==> config.mk <==
export PLATFORM = sky130hd
export DESIGN_NAME = bbpe_param
export DESIGN_NICKNAME = d
export VERILOG_FILES = /design/src/hdl/bicubic_bezier_patch_eval_macros.svh /design/src/hdl/bbpe_pkg.sv /design/src/hdl/bbpe_param.sv
export SDC_FILE = /design/constraint.sdc
export NUM_CORES = 1
export LEC_CHECK = 0
export BUFFER_PORTS_ARGS = -buffer_cell sky130_fd_sc_hd__buf_2
export CAP_MARGIN = 40
export CORE_MARGIN = 5
export CORE_UTILIZATION = 45
export DETAILED_ROUTE_END_ITERATION = 10
export GPL_ROUTABILITY_DRIVEN = 0
export SLEW_MARGIN = 20
export SYNTH_ARGS = -nofsm -noshare
export SYNTH_HDL_FRONTEND = slang
export SYNTH_SLANG_ARGS = --single-unit
export TNS_END_PERCENT = 1
==> constraint.sdc <==
create_clock -name clock -period 12.2 [get_ports clock]
set_input_delay 0.61 -clock clock [delete_from_list [all_inputs] [get_ports clock]]
set_output_delay 0.61 -clock clock [all_outputs]
set_load 0.05 [all_outputs]
==> src/hdl/bicubic_bezier_patch_eval_macros.svh <==
// Assertion macros for the bicubic patch evaluator, used by bbpe_combine.
`ifndef BICUBIC_BEZIER_PATCH_EVAL_MACROS_SVH
`define BICUBIC_BEZIER_PATCH_EVAL_MACROS_SVH

// Same-cycle implication, disabled while reset is high.
`define BBPE_ASSERT_SAME(lbl, clk, rst, ant, cons, msg) \
   lbl: assert property (@(posedge clk) disable iff (rst) (ant) |-> (cons)) else $error(msg);

// Next-cycle implication, disabled while reset is high.
`define BBPE_ASSERT_NEXT(lbl, clk, rst, ant, cons, msg) \
   lbl: assert property (@(posedge clk) disable iff (rst) (ant) |=> (cons)) else $error(msg);

`endif

==> src/hdl/bbpe_pkg.sv <==
// Types, widths and constants shared by the bicubic patch evaluator.
`timescale 1ns / 1ps
package bbpe_pkg;
   localparam int COORD_W         = 32;
   localparam int PARAM_FRAC_BITS = 16;
   localparam int PARAM_W         = PARAM_FRAC_BITS + 1;
   localparam int WGT_W           = PARAM_W + 1;
   localparam int SUBDIV_W        = 8;
   localparam int IDX_W           = 8;
   localparam int DIV_STEPS       = 4;
   localparam int DIV_STAGES      = PARAM_FRAC_BITS / DIV_STEPS;
   localparam int GRID_N          = 4;
   localparam int ADDR_W          = 4;
   localparam int GRID_DEPTH      = GRID_N * GRID_N;

   localparam logic [SUBDIV_W-1:0] SUBDIV_RESET = SUBDIV_W'(7);
   localparam logic [PARAM_W-1:0]  PARAM_ONE    = PARAM_W'(1) << PARAM_FRAC_BITS;

   typedef enum logic {
      FUNC_WRITE = 1'b0,
      FUNC_EVAL  = 1'b1
   } bbpe_func_type;

   typedef struct packed {
      bbpe_func_type      func;
      logic [1:0]         anchor_row;
      logic [1:0]         anchor_col;
      logic signed [31:0] coord_x;
      logic signed [31:0] coord_y;
      logic signed [31:0] coord_z;
      logic [7:0]         grid_row;
      logic [7:0]         grid_col;
   } bbpe_req_type;

   typedef struct packed {
      logic signed [31:0] point_x;
      logic signed [31:0] point_y;
      logic signed [31:0] point_z;
      logic [16:0]        tex_s;
      logic [16:0]        tex_t;
   } bbpe_rsp_type;

   // Request fields that travel down the pipeline next to the parameters.
   typedef struct packed {
      bbpe_func_type             func;
      logic [ADDR_W-1:0]         addr;
      logic signed [COORD_W-1:0] x;
      logic signed [COORD_W-1:0] y;
      logic signed [COORD_W-1:0] z;
   } bbpe_tag_type;

   typedef logic [GRID_N-1:0][WGT_W-1:0] bbpe_wgt_type;
endpackage

==> src/hdl/bbpe_param.sv <==
// Clamp of the grid indices and pipelined division forming s and t.
`timescale 1ns / 1ps
module bbpe_param (
   input  logic                             clock,
   input  logic                             reset,
   input  logic                             enable,
   input  logic                             in_valid,
   input  bbpe_pkg::bbpe_req_type           in_req,
   input  logic [bbpe_pkg::SUBDIV_W-1:0]    subdiv,
   output logic                             out_valid,
   output bbpe_pkg::bbpe_tag_type           out_tag,
   output logic [bbpe_pkg::PARAM_W-1:0]     out_s,
   output logic [bbpe_pkg::PARAM_W-1:0]     out_t
);
   import bbpe_pkg::*;

   logic [SUBDIV_W-1:0] divisor;
   logic                valid_ff [DIV_STAGES+1];
   logic                valid_in [DIV_STAGES+1];
   bbpe_tag_type        tag_ff   [DIV_STAGES+1];
   bbpe_tag_type        tag_in   [DIV_STAGES+1];
   logic [SUBDIV_W-1:0] rem_ff   [DIV_STAGES+1][2];
   logic [SUBDIV_W-1:0] rem_in   [DIV_STAGES+1][2];
   logic [PARAM_W-1:0]  quo_ff   [DIV_STAGES+1][2];
   logic [PARAM_W-1:0]  quo_in   [DIV_STAGES+1][2];

   // A zero step count behaves as one.
   assign divisor = (subdiv == '0) ? SUBDIV_W'(1) : subdiv;

   // First stage clamps the index and settles the integer quotient bit.
   // Later stages run DIV_STEPS restoring division steps each on the fraction bits.
   always_comb begin
      logic [IDX_W-1:0]    idx [2];
      logic [IDX_W-1:0]    clamped;
      logic [SUBDIV_W-1:0] r;
      logic [SUBDIV_W:0]   trial;
      logic [PARAM_W-1:0]  q;
      idx[0] = in_req.grid_row;
      idx[1] = in_req.grid_col;
      valid_in[0]  = in_valid;
      tag_in[0].func = in_req.func;
      tag_in[0].addr = {in_req.anchor_row, in_req.anchor_col};
      tag_in[0].x    = in_req.coord_x;
      tag_in[0].y    = in_req.coord_y;
      tag_in[0].z    = in_req.coord_z;
      for (int a = 0; a < 2; a++) begin
         clamped = (idx[a] > divisor) ? divisor : idx[a];
         if (clamped == divisor) begin
            quo_in[0][a] = PARAM_W'(1);
            rem_in[0][a] = '0;
         end else begin
            quo_in[0][a] = '0;
            rem_in[0][a] = clamped;
         end
      end
      for (int k = 1; k <= DIV_STAGES; k++) begin
         valid_in[k] = valid_ff[k-1];
         tag_in[k]   = tag_ff[k-1];
         for (int a = 0; a < 2; a++) begin
            r = rem_ff[k-1][a];
            q = quo_ff[k-1][a];
            for (int st = 0; st < DIV_STEPS; st++) begin
               trial = {r, 1'b0};
               if (trial >= {1'b0, divisor}) begin
                  trial = trial - {1'b0, divisor};
                  q = {q[PARAM_W-2:0], 1'b1};
               end else begin
                  q = {q[PARAM_W-2:0], 1'b0};
               end
               r = trial[SUBDIV_W-1:0];
            end
            rem_in[k][a] = r;
            quo_in[k][a] = q;
         end
      end
   end

   // Valid bits.
   always_ff @(posedge clock) begin
      if (reset) begin
         for (int k = 0; k <= DIV_STAGES; k++) valid_ff[k] <= 1'b0;
      end else if (enable) begin
         for (int k = 0; k <= DIV_STAGES; k++) valid_ff[k] <= valid_in[k];
      end
   end

   // Payload registers.
   always_ff @(posedge clock) begin
      if (enable) begin
         for (int k = 0; k <= DIV_STAGES; k++) begin
            tag_ff[k] <= tag_in[k];
            rem_ff[k] <= rem_in[k];
            quo_ff[k] <= quo_in[k];
         end
      end
   end

   assign out_valid = valid_ff[DIV_STAGES];
   assign out_tag   = tag_ff[DIV_STAGES];
   assign out_s     = quo_ff[DIV_STAGES][0];
   assign out_t     = quo_ff[DIV_STAGES][1];
endmodule

# Word-level counts from Yosys, hierarchy flattened
# Memory sizes are Yosys's and may differ from the RTL's.
# Index checks and enable logic that the tools add are counted.
# W data, S select, Z words.
[classes]
n_lt_le_gt_ge = 34
reduce_logical = 1
addsub = 32
n_mux = 82
n_eq_ne = 2
bitwise = 5
[ops]
columns = ["cell", "n"]
rows = [
  ["$mux W8", 37],
  ["$ge A9 B8 Y1", 32],
  ["$sub A8 B8 Y8", 32],
  ["$mux W1", 45],
  ["$eq A8 B8 Y1", 2],
  ["$gt A8 B8 Y1", 2],
  ["$logic_not A8 Y1", 1],
  ["$or A1 B1 Y1", 5],
]
[word_totals]
inputBits = 129
ramBits = 760
memories = 4
reg_bits = 0
[mem_list]
columns = ["memory", "depth", "word_bits", "rd", "rd_ports_with_merged_regs", "write_ports", "line_no", "text"]
rows = [
  ["tag_ff", 5, 101, 5, 0, 5, "bbpe_param.sv:20", "bbpe_tag_type tag_ff [DIV_STAGES+1];"],
  ["quo_ff", 5, 34, 5, 0, 5, "bbpe_param.sv:24", "logic [PARAM_W-1:0] quo_ff [DIV_STAGES+1][2];"],
  ["rem_ff", 5, 16, 4, 0, 5, "bbpe_param.sv:22", "logic [SUBDIV_W-1:0] rem_ff [DIV_STAGES+1][2];"],
  ["valid_ff", 5, 1, 5, 0, 5, "bbpe_param.sv:18", "logic valid_ff [DIV_STAGES+1];"],
]

# Logic depth before layout (Yosys ltp)
# Gate-level depths: netlist of the first run.
[depth]
word_depth = 10
ltp_mapped = 48
ltp_nobuf = 37

# Worst setup path after synthesis of the first run
# No wires, ideal clock.
[synth_timing]
path_type = "input to register"
start = "input subdiv[3] (netlist name)"
end = "memory rem_ff[0][58] (netlist name) (data pin)"
path_stages = 44
required_time_ns = 11.940
arrival_ns = 10.772
path_slack_ns = 1.168
cell_sequence = "clkbuf_1 > or3_1 > clkbuf_1 > o21ai_4 > inv_2 > buf_1 > clkbuf_1 > clkbuf_1 > buf_1 > buf_2 > buf_2 > buf_1 > ha_1 > nand4_1 > nor2_1 > o311ai_0 > nand2_1 > mux2_2 > (+8 left out) > ha_1 > and3_1 > and3_1 > a221o_1 > a21o_1 > a21oi_1 > o221a_2 > clkbuf_1 > mux2_2 > ha_1 > nand3_1 > o21bai_1 > a31oi_1 > nor4_1 > or2_2 > and2_1 > mux2i_1 > mux2_2"
[synth_lines]
columns = ["item", "line_no", "text"]
rows = [
  ["start: declaration", "bbpe_param.sv:9", "input logic [bbpe_pkg::SUBDIV_W-1:0] subdiv,"],
  ["end: declaration", "bbpe_param.sv:22", ""],
]

==> results.md, run 1 <==
- Run status: complete, no violations
- Worst Max-Slew Pin Slew: between 1 and 1.5 ns
- Drt total wl: between 70000 and 80000 um
- Dpl ws: approximately 1.4 ns
- Avg Cell Area, Syn: 13.15 um2
- Critical path origin: subdiv[1]
- Layout cell share with drive strength beyond 1: roughly 20%
- Max Cap Viol: 0
- CP max-delay cell: mux2i_1
- Worst Skew: 0.05374 ns
- Worst skew pair latency: 0.63 ns
- R2R Path Start: rem_ff[0][10]$_SDFFCE_PP0P_
- Fin Setup TNS: 0 ns
- Post-route worst setup slack: slightly above 2 ns
- CP top delay family: compound AO/OA/AOI/OAI gates
- Number of H-tree levels: 3
- Crit path to: rem_ff[0][60]$_DFFE_PP_
- CP arrival: around 11 ns
- Syn-to-layout area delta: 12.53%
- CP max FO: 12
- WP buf/inv: 4
- Wire length on met1: 31040 um
- Hold Crit Class: in2reg
- Cts repair resizes: 0
- Routed wire length on met2: around 36000 um
- Total grt overflow: 0
- Ports: ~270
- Vias per Instance: between 5 and 6
- Synthesized area: roughly 0.034 mm2
- Nets: 3190
- Ys async rst share: 0%
- CP Launch Type: input port
- Most frequent cells in the layout: edfxtp_1 (664), buf_2 (263), ha_1 (248), a21oi_1 (173), nor2_1 (149)
- Uppermost layer routed: met4
- # hold bufs at CTS: 0
- Die height: 285.5 um
- DRC Markers: 0
- Worst path depth: 35
- Top_reg_cell synth: edfxtp_1
- DR iter-0 viols: 1545
- Yosys synthesis warning count: 0
- Reg2Reg Setup Slack: 2.43 ns
- Via count: 21050
- Slowest stage delay, CP: about 0.60 ns
- Die Wd: roughly 290 um
- Initial core utilization: a little under half
- CTS Buf Count: between 70 and 80
- Mapped Nets: slightly below 3000
- Port Buf Inserts: around 260
- WP data required: about 13 ns
- Number of flops mapped to enable cells by yosys: about 660
- Critical path class: in2reg
- Core area: between 0.07 and 0.08 mm2
- Largest net degree at the start of global routing: 195
- Half-perimeter wire length after placement: between 50000 and 60000 um
- Clk sinks: between 600 and 700
- Met3 WL post-DR: roughly 4100 um
- Endpoint class of the critical path: flop
- Fmax: roughly 99 MHz
- Clock Path Buffers: 3
- CTS tree: built
- Final slew viol count: 0
- Gate Count Post-Synth: approximately 2600
- Global-route wire length before repair: between 100000 and 150000 um
- RSZ-0062 raised after global routing: false
- Routed wire per std cell: 19.05 um
- Clock root cell: clkbuf_16
- First drt pass iteration count: 5
- Reg2Reg Depth: 34
- Most common cell after layout, fill and taps aside: edfxtp_1
- Final setup fails: 0
- # Post-CTS Setup Buffers: 0
- Slew HR: 27.02%
- Final Cycle Share: slightly above 80%
- Synth unique cells: 90
- Vias in the first global route: ~21000
- Sequential area share after synthesis: between 50% and 60%
- Die area: 0.08153 mm2
- Clk slew on worst S/H paths: roughly 0.060 ns
- Hold Vio Cnt, Final: 0
- Number of routed nets with antenna violations: 0
- Num rows: approximately 100
- Reg2reg end: rem_ff[0][28]$_DFFE_PP_
- Initial antenna violation count: 1
- Crit path time final: 10.14 ns
- Total GRT Usage: ~18%
- Synth Register Bits: between 600 and 700
[worst min path at each step]
| stage | cells past startpoint | end | start | slack [ns] |
|---|---|---|---|---|
| after floorplan | 0 | quo_ff[0][106]$_DFFE_PP_ | quo_ff[0][68]$_DFFE_PP_ | 0.40 |
| after CTS | 1 | tag_ff[0][52]$_DFFE_PP_ | in_req[68] | 0.1 |
| after detailed placement | 0 | quo_ff[0][127]$_DFFE_PP_ | quo_ff[0][89]$_DFFE_PP_ | 0.40 |
| after global placement | 0 | tag_ff[0][345]$_DFFE_PP_ | tag_ff[0][244]$_DFFE_PP_ | 0.40 |
| after global routing | 1 | tag_ff[0][42]$_DFFE_PP_ | in_req[58] | 0.11 |
| final | 1 | tag_ff[0][23]$_DFFE_PP_ | in_req[39] | 0.16 |
[state kept, by name, indices dropped and copies added (netlist names)]
signal / flops
rem_ff: 64
valid_ff: 5
quo_ff: 90
tag_ff: 505
[metal layers]
metal / vias to the layer above / track usage (%)
li1: 10160 / -
met1: 10090 / 22.24
met2: 626 / 30.09
met3: 167 / 3.155
met4: 0 / 6.649
met5: - / 0
[cell families (layout without fill, tap and decap cells)]
kind of cell,Yosys count,after routing,synth area share (%)
AOI/OAI and AO/OA,584,584,11.01
xor gates and xnor gates,169,169,4.333
adders and majority gates,256,256,9.552
buffers and inverters,279,546,4.666
DFF,664,664,58.37
muxes,141,141,4.648
other,0,1,0
and+or+nand+nor,505,505,7.424
[cells in the mapped netlist (all sizes together) (7+ instances only)]
| library cell | n | area (um2) |
|---|---|---|
| mux2 | 117 | 1344 |
| xnor2 | 116 | 1016 |
| nor2 | 149 | 559.3 |
| nand3 | 41 | 205.2 |
| o22ai | 8 | 50.05 |
| o21ai | 137 | 696.9 |
| ha | 248 | 3103 |
| o221ai | 10 | 87.58 |
| nor2b | 19 | 118.9 |
| a211oi | 21 | 167.7 |
| o31ai | 10 | 75.07 |
| xor2 | 53 | 464.2 |
| a21oi | 173 | 865.8 |
| a31oi | 25 | 156.4 |
| inv | 106 | 400.4 |
| a21boi | 9 | 67.57 |
| nand2 | 94 | 352.8 |
| or3 | 10 | 62.56 |
| o211a | 9 | 90.09 |
| o211ai | 17 | 132.6 |
| nor3 | 31 | 160.1 |
| nand2b | 45 | 281.5 |
| a311oi | 7 | 78.83 |
| or2 | 9 | 56.31 |
| fa | 8 | 160.2 |
| edfxtp | 664 | 19940 |
| nand4 | 21 | 131.4 |
| nor4 | 7 | 58.81 |
| buf | 150 | 1107 |
| and3 | 20 | 125.1 |
| o21bai | 17 | 127.6 |
| mux2i | 24 | 244.0 |
| o21a | 21 | 157.7 |
| clkbuf | 20 | 75.07 |
| a21o | 67 | 503.0 |
| and2 | 34 | 212.7 |
[through the flow]
step,utilization [%],hold slack [ns],area [um2],instances
floorplan,-,0.4003,34160,2598
global placement,47.37,0.4002,35800,3702
detailed placement,47.55,0.4045,35930,3708
CTS,50.86,0.09794,38430,3842
global route,50.87,0.1104,38440,3844
finish,50.87,0.1599,38440,3844
[layout make-up]
cell class,count,area [um2]
clock buffers,76,1817
diodes,1,2.502
flip-flops and latches,664,19940
repair buffers,303,1724
clock inverters,58,681.9
inverters,109,411.6
well taps,978,1224
fillers,6435,37130
multi-input cells,1655,12640
Power of run 1 is not shown: default switching activity piles up to over one toggle a cycle in this logic, so the estimate is an artifact.
==> run 2, diff against run 1 <==
--- a/config.mk
+++ b/config.mk
@@ -5,6 +5,7 @@
 export SDC_FILE = /design/constraint.sdc
 export NUM_CORES = 1
 export LEC_CHECK = 0
+export ABC_AREA = 1
 export BUFFER_PORTS_ARGS = -buffer_cell sky130_fd_sc_hd__buf_2
 export CAP_MARGIN = 40
 export CORE_MARGIN = 5
==> constraint.sdc (replaced) <==
create_clock -name clock -period 8.5 [get_ports clock]
set_input_delay 0.425 -clock clock [delete_from_list [all_inputs] [get_ports clock]]
set_output_delay 0.425 -clock clock [all_outputs]
set_load 0.05 [all_outputs]
==> run 2 against run 1 <==
  * Synthesized area rose by 3.4%
  * Critical path depth up 14
  * Global-route usage down 0.32 points
  * Highest routed layer unchanged
  * Die area is 3.2% higher
  * Non-clock buffer count rose by 103
  * Utilization up 1.5 points
  * Clock skew down 0.019 ns
  * Worst setup slack worse by 1.1 ns
==> results.md, run 2 <==
- Vias in the first global route: 22280 (+4.6%)
- Via count: 22970 (+9.1%)
- Mapped Nets: 3676 (+23%)
- Ys async rst share: 0% (unchanged)
- Number of flops mapped to enable cells by yosys: 664 (unchanged)
- Hold Vio Cnt, Final: 0 (unchanged)
- Most frequent cells in the layout: nand2_1 (751), edfxtp_1 (664), inv_1 (349), buf_2 (263), ha_1 (248)
- Fin util: 52.36% (+1.5 points)
- Fmax: 133.5 MHz
- CTS tree: built
- Syn-to-layout area delta: 15.07%
- Core area: 0.07759 mm2 (+2.7%)
- Die height: 290.1 um (+1.6%)
- Count leader, synth: nand2_1
- Worst Skew: 0.03496 ns (-0.01878 ns)
- Dpl ws: 0.4306 ns (-1.003 ns)
- Slew HR: 40.73% (+14 points)
- Post-route worst setup slack: 1.011 ns (-1.052 ns)
- # Post-CTS Setup Buffers: 0 (unchanged)
- Hold Crit Class: in2reg
- RSZ-0062 raised after global routing: false
- DR iter-0 viols: 1563 (+1.2%)
- Post-synth top cells: nand2_1 (751), edfxtp_1 (664), inv_1 (350), ha_1 (248), nor2_1 (221)
- CP max FO: 16 (+4)
- Most frequent CP cell: nor2_1
- Slowest stage delay, CP: 0.39 ns (-0.21 ns)
- Critical path class: in2reg
- Final slew viol count: 0 (unchanged)
- Synth Register Bits: 664 (unchanged)
- Gate Count Post-Synth: 3291 (+27%)
- Max Cap Viol: 0 (unchanged)
- Worst skew pair latency: 0.63 ns (about the same)
- Clock root cell: clkbuf_16
- Vias per Instance: 4.882 (-11%)
- CP Launch Type: input port
- Total GRT Usage: 17.21% (-0.32 points)
- Die Wd: 290.1 um (+1.6%)
- Crit path time final: about 7.5 ns
- Final setup fails: 0 (unchanged)
- CP max-delay cell: ha_1
- Clk sinks: 664 (unchanged)
- Top_reg_cell synth: edfxtp_1
- Die area: 0.08416 mm2 (+3.2%)
- Worst Max-Slew Pin Slew: 0.8890 ns (-0.2056 ns)
- Global-route wire length before repair: 118300 um (+3.0%)
- Yosys top cell area share: 56.47% (-1.9 points)
- Number of H-tree levels: 3 (unchanged)
- Sequential area share after synthesis: 56.47% (-1.9 points)
- Largest net degree at the start of global routing: 141 (-28%)
- DRC Markers: 0 (unchanged)
- Initial core utilization: 45.50% (+0.30 points)
- Synth unique cells: 52 (-42%)
- Port Buf Inserts: 264 (unchanged)
- Synthesized area: 0.03531 mm2 (+3.4%)
- CP arrival: 7.83 ns (-2.67 ns)
- Endpoint class of the critical path: flop
- CTS Buf Count: 75 (+4.2%)
- Largest registers: tag_ff x505, quo_ff x90, rem_ff x64
- WP data required: 8.84 ns (-3.72 ns)
- Max reg flops: 505 (unchanged)
- Clk slew on worst S/H paths: 0.06 ns (about the same)
- Routed wire per std cell: 15.66 um (-18%)
- Final Cycle Share: between 80% and 90%
- Top cells by area, synth: edfxtp_1 (56%), ha_1 (8.8%), nand2_1 (8.0%)
- Area leader, netlist: edfxtp_1
- Number of routed nets with antenna violations: 0 (unchanged)
- Drt total wl: 73700 um (+0.63%)
- Largest Register: tag_ff
- Num rows: 102 (+0.99%)
- Yosys synthesis warning count: 0 (unchanged)
- Total grt overflow: 0 (unchanged)
- Initial antenna violation count: 1 (unchanged)
- Ports: 265 (unchanged)
- Layout cell share with drive strength beyond 1: 14.52% (-5.5 points)
- Clock Path Buffers: 3 (unchanged)
- Half-perimeter wire length after placement: 51080 um (about the same)
- Run status: complete, no violations
- Avg Cell Area, Syn: 10.73 um2 (-18%)
- First drt pass iteration count: 5 (unchanged)
- Most common cell after layout, fill and taps aside: nand2_1
- Nets: 3989 (+25%)
- Fin Setup TNS: 0 ns (unchanged)
## run 2: cell types whose count changed after synthesis, moves of 69 or more
cell	delta
nor2_1	+72
xnor2_1	-69
inv_1	+251
mux2_2	-110
nand3_1	+84
nand2_1	+657
xor2_1	+80
## run 2: kinds of logic after synthesis
| kind of cell | share of synthesized area, % |
|---|---|
| AO/OA/AOI/OAI | 6.687 |
| XOR/XNOR | 4.465 |
| adder cells (fa/ha/maj) | 9.242 |
| buffers and inverters | 7.445 |
| flip-flops | 56.47 |
| AND/OR/NAND/NOR | 15.69 |
## run 2: repair_timing
item | CTS | global route
endpoints found under the hold margin | 101 | 0
gates resized for setup | 0 | 0
hold buffers | 101 | 0
## run 2: layer usage
layer / track usage [%] / part of all wire [%] / routed length (um) / up-vias
li1: - / - / - / 11830
met1: 22.42 / 45 / 33090 / 10600
met2: 29.25 / 48 / 35450 / 409
met3: 3.212 / 4.1 / 3027 / 135
met4: 5.594 / 2.9 / 2132 / 0
met5: 0 / 0 / 0 / -
## run 2: final cells by class
| type | count | area [um2] |
|---|---|---|
| fillers | 6848 | 36970 |
| flip-flops and latches | 664 | 19940 |
| multi-input cells | 2096 | 12740 |
| repair buffers | 406 | 2745 |
| clock buffers | 85 | 1914 |
| inverters | 361 | 1360 |
| well taps | 1040 | 1301 |
| clock inverters | 52 | 625.6 |
| diodes | 1 | 2.502 |
## run 2: path summary, 6_finish.rpt
check / slack, ns / cells after the start / endpoint / startpoint
setup / recovery: 1.01 / 49 / rem_ff[0][24]$_SDFFCE_PN0P_ / subdiv[3]
setup reg to reg: 1.10 / 43 / rem_ff[0][16]$_SDFFCE_PN0P_ / rem_ff[0][3]$_SDFFCE_PP0P_
hold reg to reg: 0.41 / 0 / tag_ff[0][162]$_DFFE_PP_ / tag_ff[0][61]$_DFFE_PP_
hold / removal: 0.12 / 3 / valid_ff[0][0]$_SDFFCE_PN0P_ / in_valid
## run 2: critical path: cells and delay by family
family | cells | cell delay [ns]
buffers and inverters | 10 | 1.40
AOI/OAI and AO/OA | 11 | 1.54
adders and majority gates | 4 | 1.21
and+or+nand+nor | 24 | 3.22
## run 2: per-stage QoR
| stage | instances | hold WS (ns) | area (um2) |
|---|---|---|---|
| floorplan | 3291 | 0.4003 | 35310 |
| finish | 4705 | 0.1158 | 40630 |
| global placement | 4464 | 0.4000 | 37030 |
| detailed placement | 4465 | 0.4045 | 37050 |
| CTS | 4703 | 0.06069 | 40600 |
| global route | 4705 | 0.09999 | 40630 |
Power of run 2 is left out for the same reason.
==> run 3, diff against run 2 <==
--- a/config.mk
+++ b/config.mk
@@ -8,6 +8,7 @@
 export ABC_AREA = 1
 export BUFFER_PORTS_ARGS = -buffer_cell sky130_fd_sc_hd__buf_2
 export CAP_MARGIN = 40
+export CORE_ASPECT_RATIO = 2
 export CORE_MARGIN = 5
 export CORE_UTILIZATION = 45
 export DETAILED_ROUTE_END_ITERATION = 10
==> run 3 against run 2 <==
  * Clock skew is 0.0034 ns lower
  * Non-clock buffer count is 36 higher
  * Via count is 3.9% higher
  * Die area is 0.40% higher
  * Wire length is 12% higher
  * Critical path type is now reg2reg
  * Global-route usage is 1.8 points higher
  * Fmax is 2.6% lower
  * Final area is 0.65% lower
  * Count of clock-buffer cells in the layout is 24 lower
  * Utilization is 0.62 points lower
  * Cell count hardly changed
==> results.md, run 3 (same netlist as run 2, synthesis figures left out) <==
- Run status: complete, no violations
- Met3 Track Usage GR: 2.391% (-0.82 points)
- Most common cell after layout, fill and taps aside: nand2_1
- Fmax: 130.1 MHz (-2.6%)
- Critical path origin: rem_ff[0][5]$_SDFFCE_PP0P_
- Reg2reg end: rem_ff[0][16]$_SDFFCE_PN0P_
- Worst Skew: 0.03151 ns (-0.003446 ns)
- Number of H-tree levels: 2 (-1)
- Area of the multi-input gates: 0.01274 mm2 (unchanged)
- DRC Markers: 0 (unchanged)
- Initial core utilization: 45.26% (-0.24 points)
- Hold Vio Cnt, Final: 0 (unchanged)
- WP data required: 8.89 ns (+0.05 ns)
- CTS Buf Count: 58 (-23%)
- Clock root cell: clkbuf_16
- Final Cycle Share: 90.44% (+2.3 points)
- Core area: 0.07801 mm2 (+0.54%)
- Endpoint class of the critical path: flop
- Die Wd: 208.1 um (-28%)
- Die area: 0.08450 mm2 (+0.40%)
- CP arrival: 8.08 ns (+0.25 ns)
- Fin Setup TNS: 0 ns (unchanged)
- Nets: 4008 (+0.48%)
- CP max-delay cell: edfxtp_1
- Grt met1 use: 19.77% (-2.6 points)
- Clk slew on worst S/H paths: 0.07 ns (about the same)
- CP top delay family: compound AO/OA/AOI/OAI gates
- Drt total wl: 82290 um (+12%)
- Max Cap Viol: 0 (unchanged)
- Diode count: 0 (-1)
- Worst skew pair latency: 0.65 ns (+0.02 ns)
- Num rows: 145 (+42%)
- Final slew viol count: 0 (unchanged)
- Reg2Reg Depth: 41 (-4.7%)
- RSZ-0062 raised after global routing: false
- Crit path time final: 7.688 ns (+0.1992 ns)
- Met2 Usage GRT: 36.51% (+7.3 points)
- Max reg flops: 505 (unchanged)
- Die height: 406.1 um (+40%)
- Slew HR: 32.21% (-8.5 points)
- Worst Max-Slew Pin Slew: 1.017 ns (+0.1278 ns)
- Vias in the first global route: 24130 (+8.3%)
- Hold Crit Class: in2reg
- Clk sinks: 664 (unchanged)
- Routed wire per std cell: 17.51 um (+12%)
- Most frequent CP cell: nand2_1
- Total GRT Usage: 19.00% (+1.8 points)
- Largest net degree at the start of global routing: 199 (+41%)
- Min Hold Slack: 0.1306 ns (+0.01483 ns)
- CTS tree: built
- Largest registers: tag_ff x505, quo_ff x90, rem_ff x64
- Vias per Instance: 5.078 (+4.0%)
- Largest Register: tag_ff
- Layout cell share with drive strength beyond 1: 15.09% (+0.57 points)
- CP Launch Type: flop
- Port Buf Inserts: 264 (unchanged)
- # Post-CTS Setup Buffers: 0 (unchanged)
- Half-perimeter wire length after placement: 59850 um (+17%)
- Syn-to-layout area delta: 14.32%
- Most used routing layer: met2
- First drt pass iteration count: 5 (unchanged)
- Reg2Reg Setup Slack: 0.81 ns (-0.29 ns)
- Total grt overflow: 0 (unchanged)
- Most frequent cells in the layout: nand2_1 (751), edfxtp_1 (664), inv_1 (350), buf_2 (263), ha_1 (248)
- R2R Path Start: rem_ff[0][5]$_SDFFCE_PP0P_
- Ports: 265 (unchanged)
- FILL cells: 7073 (+3.3%)
- CP max FO: 15 (-1)
- Cell depth of the worst min-delay path: 3 (unchanged)
- Via count: 23870 (+3.9%)
- Slowest stage delay, CP: 0.47 ns (+0.08 ns)
- Cts repair resizes: 0 (unchanged)
- Final setup fails: 0 (unchanged)
- FF/Latch Area: 0.01994 mm2 (unchanged)
- WP buf/inv: 7 (-3)
- DR iter-0 viols: 1081 (-31%)
- Number of routed nets with antenna violations: 0 (unchanged)
- Worst path depth: 41 (-16%)
- Crit path to: rem_ff[0][16]$_SDFFCE_PN0P_
- Global-route wire length before repair: 127100 um (+7.5%)
- Initial antenna violation count: 0 (-1)
- Clock Path Buffers: 3 (unchanged)
- Critical path class: reg2reg
[run 3: cell count changes in the layout (fill, tap and decap cells not counted), sizes merged]
| cell | change |
|---|---|
| clkinv | -9 |
| inv | +6 |
| clkinvlp | -1 |
| diode | -1 |
| buf | +36 |
| clkbuf | -24 |
[run 3: worst min path at each step]
| stage | slack, ns | to | startpoint |
|---|---|---|---|
| detailed placement | 0.40 | quo_ff[0][110]$_DFFE_PP_ | quo_ff[0][72]$_DFFE_PP_ |
| finish | 0.13 | valid_ff[0][0]$_SDFFCE_PN0P_ | in_valid |
| global route | 0.11 | valid_ff[0][0]$_SDFFCE_PN0P_ | in_valid |
| floorplan | 0.40 | quo_ff[0][106]$_DFFE_PP_ | quo_ff[0][68]$_DFFE_PP_ |
| CTS | 0.09 | valid_ff[0][0]$_SDFFCE_PN0P_ | in_valid |
| global placement | 0.40 | tag_ff[0][190]$_DFFE_PP_ | tag_ff[0][89]$_DFFE_PP_ |
[run 3: final cells by class]
cell class                      count  share of cell area, %
Timing Repair Buffer              442                  7.377
Clock buffer                       61                  3.676
Clock inverter                     48                  1.429
Inverter                          361                  3.369
Sequential cell                   664                  49.40
Tap cell                         1029                  3.190
Multi-Input combinational cell   2096                  31.56
[run 3: stage by stage]
| stage | setup WS, ns | cell area, um2 | std cells | utilization (%) |
|---|---|---|---|---|
| after floorplan | 0.9768 | 35310 | 3291 | - |
| after global placement | 0.2297 | 37280 | 4490 | 47.79 |
| after detailed placement | 0.2460 | 37290 | 4491 | 47.80 |
| after CTS | 0.7294 | 40370 | 4701 | 51.74 |
| after global routing | 0.1459 | 40370 | 4701 | 51.74 |
| final | 0.8123 | 40370 | 4701 | 51.74 |
[run 3: tightest hold or removal path: stages]
cell and delay (ns):
buf_2 0.08, inv_1 0.03, nor2_1 0.10
[run 3: layer usage]
| metal | vias up | routed length [um] |
|---|---|---|
| li1 | 11840 | - |
| met1 | 11210 | 30210 |
| met2 | 576 | 43880 |
| met3 | 248 | 3035 |
| met4 | 0 | 5160 |
| met5 | - | 0 |
[run 3: what timing repair did]
action | 4_1_cts | 5_1_grt
hold buffers | 101 | 0
endpoints found under the setup margin | 0 | 0
endpoints found under the hold margin | 101 | 0
Power of run 3 is left out for the same reason.
